==> config.mk <==
export PLATFORM = sky130hd
export DESIGN_NAME = svna_div
export DESIGN_NICKNAME = d
export VERILOG_FILES = /design/src/rtl/svna_pkg.sv /design/src/rtl/svna_div.sv
export SDC_FILE = /design/constraint.sdc
export NUM_CORES = 1
export LEC_CHECK = 0
export BUFFER_PORTS_ARGS = -buffer_cell sky130_fd_sc_hd__buf_2
export CORE_MARGIN = 3
export CORE_UTILIZATION = 52
export DETAILED_ROUTE_END_ITERATION = 8
export GPL_ROUTABILITY_DRIVEN = 0
export PLACE_DENSITY = 0.76
export SLEW_MARGIN = 20
export SYNTH_ARGS = -nofsm -noshare
export SYNTH_HDL_FRONTEND = slang
export SYNTH_SLANG_ARGS = --single-unit
export TNS_END_PERCENT = 5
==> constraint.sdc <==
create_clock -name clk_i -period 5.6 [get_ports clk_i]
set_clock_uncertainty 0.05 [all_clocks]
set_input_delay 0.56 -clock clk_i [delete_from_list [all_inputs] [get_ports clk_i]]
set_output_delay 0.56 -clock clk_i [all_outputs]
set_load 0.01 [all_outputs]
==> src/rtl/svna_pkg.sv <==
// ----------------------------------------------------------------------------
// svna_pkg
// shared widths, codes and types of the smooth vertex normal accumulator
// ----------------------------------------------------------------------------
package svna_pkg;

  localparam int MAX_VERTICES_DEF = 1024;
  localparam int IDX_W            = 10;
  localparam int CFG_W            = 11;
  localparam int POS_W            = 32;
  localparam int SUM_W            = 32;
  localparam int CNT_W            = 16;
  localparam int NRM_W            = 16;
  localparam int NORMAL_ONE       = 16384;
  // divider: triangle numerator is below 2^45, denominator below 2^31
  localparam int DIV_NUM_W        = 45;
  localparam int DIV_DEN_W        = 32;

  typedef enum logic [1:0] {
    ACT_WRITE    = 2'd0,
    ACT_TRIANGLE = 2'd1,
    ACT_READ     = 2'd2,
    ACT_CLEAR    = 2'd3
  } action_e;

  typedef enum logic [1:0] {
    ST_OK           = 2'd0,
    ST_NO_FACES     = 2'd1,
    ST_OUT_OF_RANGE = 2'd2
  } read_status_e;

  typedef enum logic [0:0] {
    CFG_FIRST_OUT    = 1'b0,
    CFG_VERTEX_COUNT = 1'b1
  } cfg_reg_e;

  typedef enum logic [4:0] {
    S_CLEAR,
    S_IDLE,
    S_DISPATCH,
    S_POS_B,
    S_POS_C,
    S_EDGE,
    S_ESHIFT,
    S_CROSS,
    S_CRMAG,
    S_NORM,
    S_SQUARE,
    S_SQRT,
    S_DIV_GO,
    S_DIV_WAIT,
    S_UPD_RD,
    S_UPD_WR,
    S_RD_WAIT,
    S_OUT
  } state_e;

  typedef struct packed {
    logic signed [POS_W-1:0] x;
    logic signed [POS_W-1:0] y;
    logic signed [POS_W-1:0] z;
  } pos_t;

  typedef struct packed {
    logic signed [SUM_W-1:0] sx;
    logic signed [SUM_W-1:0] sy;
    logic signed [SUM_W-1:0] sz;
    logic        [CNT_W-1:0] cnt;
  } acc_t;

endpackage

==> src/rtl/svna_div.sv <==
// ----------------------------------------------------------------------------
// svna_div
// restoring unsigned divider, one quotient bit per cycle
// ----------------------------------------------------------------------------
module svna_div import svna_pkg::*; #(
  parameter int NUM_W = DIV_NUM_W,
  parameter int DEN_W = DIV_DEN_W
) (
  input  logic             clk_i,
  input  logic             rst_ni,
  input  logic             start_i,
  input  logic [NUM_W-1:0] num_i,
  input  logic [DEN_W-1:0] den_i,
  output logic             done_o,
  output logic [NUM_W-1:0] quo_o
);

  localparam int CW = $clog2(NUM_W + 1);

  logic             busy_q, done_q;
  logic [CW-1:0]    cnt_q;
  logic [NUM_W-1:0] nq_q;
  logic [DEN_W-1:0] rem_q, den_q, rem_d;
  logic [DEN_W:0]   trial, diff;
  logic             ge;

  assign trial = {rem_q, nq_q[NUM_W-1]};
  assign ge    = trial >= {1'b0, den_q};
  assign diff  = trial - {1'b0, den_q};
  assign rem_d = ge ? diff[DEN_W-1:0] : trial[DEN_W-1:0];

  always_ff @(posedge clk_i or negedge rst_ni) begin
    if (!rst_ni) begin
      busy_q <= 1'b0;
      done_q <= 1'b0;
      cnt_q  <= '0;
    end else begin
      done_q <= busy_q && (cnt_q == CW'(1));
      if (start_i) begin
        busy_q <= 1'b1;
        cnt_q  <= CW'(NUM_W);
      end else if (busy_q) begin
        cnt_q <= cnt_q - CW'(1);
        if (cnt_q == CW'(1)) begin
          busy_q <= 1'b0;
        end
      end
    end
  end

  // numerator shifts out at the top while quotient bits shift in below
  always_ff @(posedge clk_i) begin
    if (start_i) begin
      nq_q  <= num_i;
      rem_q <= '0;
      den_q <= den_i;
    end else if (busy_q) begin
      nq_q  <= {nq_q[NUM_W-2:0], ge};
      rem_q <= rem_d;
    end
  end

  assign done_o = done_q;
  assign quo_o  = nq_q;

endmodule

## Word level (Yosys, flattened, before mapping)

Cells that the tools add are included.

- Output and inout bits: 46
- Logic and storage cells: 20
- Input port bits: 80
- Register bits: 117

- Magnitude comparators: 1
- Add/subtract/negate cells: 2
- Reductions and logical operators: 2
- Mux-type cells: 8
- Equality and inequality tests: 1

Operators by type and width:

| cell | count |
|---|---|
| two-way mux 45 bit | 2 |
| >= comparator 33 x 32 -> 1 bit | 1 |
| two-way mux 32 bit | 1 |
| subtractor 32 bit | 1 |
| two-way mux 6 bit | 2 |
| == test 6 x 1 -> 1 bit (second input constant) | 1 |
| subtractor 6 x 1 -> 6 bit (second input constant) | 1 |
| two-way mux 1 bit | 3 |
| nonzero test 2 bit | 1 |
| logical AND 1 bit | 1 |

## Longest topological paths before layout

- Depth in word-level cells: 4
- Gate-level depth with buffers: 13
- Gate-level depth less buffers: 12

## Worst setup path after synthesis

No wires, ideal clock.

- Path kind: register -> register
- Start: register nq_q[44] (netlist: quo_o[44])
- End: register rem_q[20]
- Stages on the path, launching flop included: 13
- Path slack: 2,939 ps
- Clock period less this slack: 2,661 ps
- Arrival: 2,491 ps
- Path buffers: 0
- Required time: 5,429 ps
- Library setup time: 121 ps
- Path through: edfxtp_1 -> inv_1 -> ha_1 -> fa_1 -> nor2b_1 -> o2111ai_1 -> nand2_1 -> a21o_1 -> a41o_1 -> a311o_1 -> a221oi_2 -> xor2_1 -> o21ai_1

- Cells in the longest elaborated chain, start to end: 2
- Elaborated cells on any way between the ends: 3
- Those cells by class: 1 x add/sub; 1 x order compare; 1 x mux

RTL lines:

| item | RTL line | source |
|---|---|---|
| from (decl) | svna_div.sv:22 | `logic [NUM_W-1:0] nq_q;` |
| from (signal assigned) | svna_div.sv:54 | `nq_q <= num_i;` |
| from (signal assigned) | svna_div.sv:58 | `nq_q <= {nq_q[NUM_W-2:0], ge};` |
| subtractor 32 bit / >= comparator 33 x 32 -> 1 bit (equally long branches) | svna_div.sv:29, svna_div.sv:28 |  |
| two-way mux 32 bit (*) | svna_div.sv:30 | `assign rem_d = ge ? diff[DEN_W-1:0] : trial[DEN_W-1:0];` |
| to (signal assigned) | svna_div.sv:59 | `rem_q <= rem_d;` |
| to (decl) | svna_div.sv:23 | `logic [DEN_W-1:0] rem_q, den_q, rem_d;` |

Every way passes the cells marked *; elsewhere a longest branch is shown, timed or not.
A chain may end at the register's enable or synchronous reset.

## Worst setup path in the final report

- Start: register den_q[23]
- End: register rem_q[3]

- Cells in the longest elaborated chain, start to end: 2

RTL lines:

| item | RTL line | source |
|---|---|---|
| from (decl) | svna_div.sv:23 |  |
| from (signal assigned) | svna_div.sv:56 | `den_q <= den_i;` |
| >= comparator 33 x 32 -> 1 bit | svna_div.sv:28 | `assign ge = trial >= {1'b0, den_q};` |
| two-way mux 32 bit | svna_div.sv:30 |  |

No other way between the ends.

==> flow_summary.json <==
{
  "relSlewSlack_pct": 47.3,
  "grt_pass1_vias": 5315,
  "yosysWarnings": 0,
  "place_inst": 892,
  "synth_flop_cell": "edfxtp_1",
  "cts-htree-levels": 4,
  "irDropWorstVdd_uv": 272,
  "synth_area_per_cell_um2": 10.3,
  "die_x_um": 118,
  "drt-total-wl_um": 15500,
  "path_buf_inv": 2,
  "worstPathArrival_ps": 3620,
  "power_leakage_nw": 3.38,
  "antenna_found_initial": 0,
  "slowest_stage": "ha_1",
  "cts_tree": "yes",
  "status": "finished clean",
  "drt-vias-per-instance": 5.65,
  "first_iter_violations": 390,
  "clkLatencyLatePin_ps": 430,
  "critPathTopFamily": "compound AO/OA/AOI/OAI gates",
  "worstPathRequired_ps": 5900,
  "layoutNonFillerInstCount": 925,
  "crit_path_start_kind": "flop",
  "dpl_cell_area_mm2": 0.00722,
  "dieHeight_um": 118,
  "io_buffers": 125,
  "p_per_area_mw_per_mm2": 422,
  "syn_nets": 747,
  "nets": 859,
  "clkTransAtPathRegs_ps": 60,
  "cts.path.max_buffers": 2,
  "synthCells": 632,
  "grt_first_pass_wirelength_um": 25900,
  "overflow": 0,
  "path_max_fanout": 32,
  "synth_edf_count": 77,
  "rsz0062_at_grt": "no",
  "wire_per_inst_um": 16.8,
  "drv_cap": 0,
  "grt_usage_pct": 22.9,
  "post_cts_buffers": 0,
  "regToRegSetupSlack_ps": 2280,
  "post-route-drc-count": 0,
  "floorplan.initialDensity_pct": 53.8,
  "worstHoldPathType": "input pin to flop",
  "grt_max_degree": 66,
  "numCtsBuffers": 17,
  "cts-root-buf": "clkbuf_16",
  "dieArea_mm2": 0.0140,
  "crit_path_end_kind": "flop",
  "syn_area_mm2": 0.00654,
  "dp_hpwl_um": 10800,
  "vias": 5223,
  "dr.pass1.iters": 7,
  "antenna_left": 0,
  "fin_crit_ps": 3320,
  "final_core_util_pct": 64.5,
  "fin_tns_setup_ps": 0,
  "finalCritPeriodShare_pct": 59.4,
  "row_count": 40,
  "yosys_register_bits": 117,
  "cp_cell_sequence": "inv_1 -> ha_1 -> nand4_1 -> nor4_1 -> o211ai_1 -> o211a_1 -> a211o_4 -> nand2_4 -> inv_4 -> o31a_1 -> a211oi_2",
  "tightestPinTransition_ps": 791,
  "fmax_mhz": 301,
  "ys_types": 63,
  "async_flop_share_pct": 6.84,
  "final_cell_area_mm2": 0.00785,
  "drive_gt1_share_pct": 29.3,
  "clock_sinks": 117,
  "slowest_delay_ps": 410,
  "final-hold-violation-count": 0,
  "antenna_cells": 0,
  "drv_slew": 0,
  "io_pins": 126,
  "core_mm2": 0.0122,
  "syn_to_final_growth_pct": 20.0,
  "finalSetupViolCount": 0,
  "ys_seq_area_share_pct": 48.2,
  "critPathKind": "flop to flop"
}
state kept, by name, summed over array words and instances, names as in the netlist:
signal,cells
den_q,32
cnt_q,6
rem_q,32
done_o,1
busy_q,1
quo_o,45
cells in the final DEF, fill, tap and decap left out, types with 3 or more instances in the layout:
cell type,count
o21ai_0,17
clkbuf_16,17
dfxtp_1,32
ha_1,34
a21o_1,8
buf_4,4
a311oi_1,19
dfrtp_1,8
clkinv_2,3
clkinv_4,4
and4_1,3
and3_1,3
nor2_1,49
nand2b_1,6
xnor2_1,18
a21oi_1,42
nand4_1,12
a31oi_1,7
inv_6,3
nand3_1,9
nor4_1,4
o211ai_1,3
a211oi_1,5
bufinv_16,3
xor2_1,12
buf_2,124
o21a_1,6
or2_2,3
nor2b_1,4
inv_1,50
mux2_2,46
o21ai_1,6
nand2_1,71
nor3_1,5
edfxtp_1,77
worst reg2reg max path: stages, from the launching register on:
cell      delay (ps)
edfxtp_1         340
inv_1             50
ha_1             410
nand4_1          230
nor4_1           400
o211ai_1         140
o211a_1          180
a211o_4          370
nand2_4          320
inv_4            220
o31a_1           340
a211oi_2         200
final timing paths:
| path | cells past startpoint | to | from |
|---|---|---|---|
| worst max-delay path | 11 | rem_q[3] | den_q[23] |
| worst min-delay path | 1 | den_q[30] | den_i[30] |
| worst max register to register | 11 | rem_q[3] | den_q[23] |
| worst min register to register | 1 | rem_q[23] | rem_q[23] |
| max in group asynchronous | 2 | cnt_q[2] | rst_ni |
| min in group asynchronous | 2 | busy_q | rst_ni |
cell type report:
| type | instances | area, um^2 |
|---|---|---|
| fillers | 936 | 4320 |
| clock inverters | 14 | 174 |
| inverters | 52 | 198 |
| flip-flops and latches | 117 | 3150 |
| repair buffers | 129 | 661 |
| clock buffers | 18 | 439 |
| well taps | 168 | 210 |
| multi-input cells | 427 | 3010 |
report_power, final:
part | internal [mW] | total, mW | switching, mW
sequential | 1.06 | 1.15 | 0.0915
combinational | 0.421 | 1.03 | 0.611
clock | 0.714 | 1.12 | 0.410
total | 2.20 | 3.31 | 1.11
routing by layer:
layer	vias to the layer above	wire, um	global-route usage (%)
li1	2516	-	-
met1	2501	6430	27.6
met2	184	7600	38.2
met3	22	1220	7.51
met4	0	286	8.72
met5	-	0	0
synth_stat cells (13+ instances only):
cell       n  share of area, %
ha_1      34               6.5
inv_1     51               2.9
o21ai_0   17               1.3
edfxtp_1  77                35
a311oi_1  19               2.5
buf_2     13              0.99
nor2_1    49               2.8
mux2_2    46               7.9
a21oi_1   42               3.2
nand2_1   71               4.1
dfxtp_1   32               9.8
xnor2_1   18               2.4
cells by family after synthesis:
| kind of cell | share of synthesized area [%] |
|---|---|
| simple gates | 12.6 |
| xor+xnor | 4.02 |
| fa+ha+maj | 6.81 |
| buf+inv | 5.76 |
| mux | 7.92 |
| compound gates | 14.6 |
| flops | 48.2 |
through the flow:
step           hold slack, ps  total power [mW]  setup slack (ps)
2_1_floorplan             214              1.94              2940
3_3_place_gp              360              2.15              2490
3_5_place_dp              359              2.17              2400
4_1_cts                   240              3.32              2320
5_1_grt                   245              3.50              2090
6_report                  260              3.31              2280
timing repair:
item,CTS,global route
resized for setup,0,0
hold buffers,1,0
hold endpoints to repair,8,0
Power figures use the tool's default switching activity.
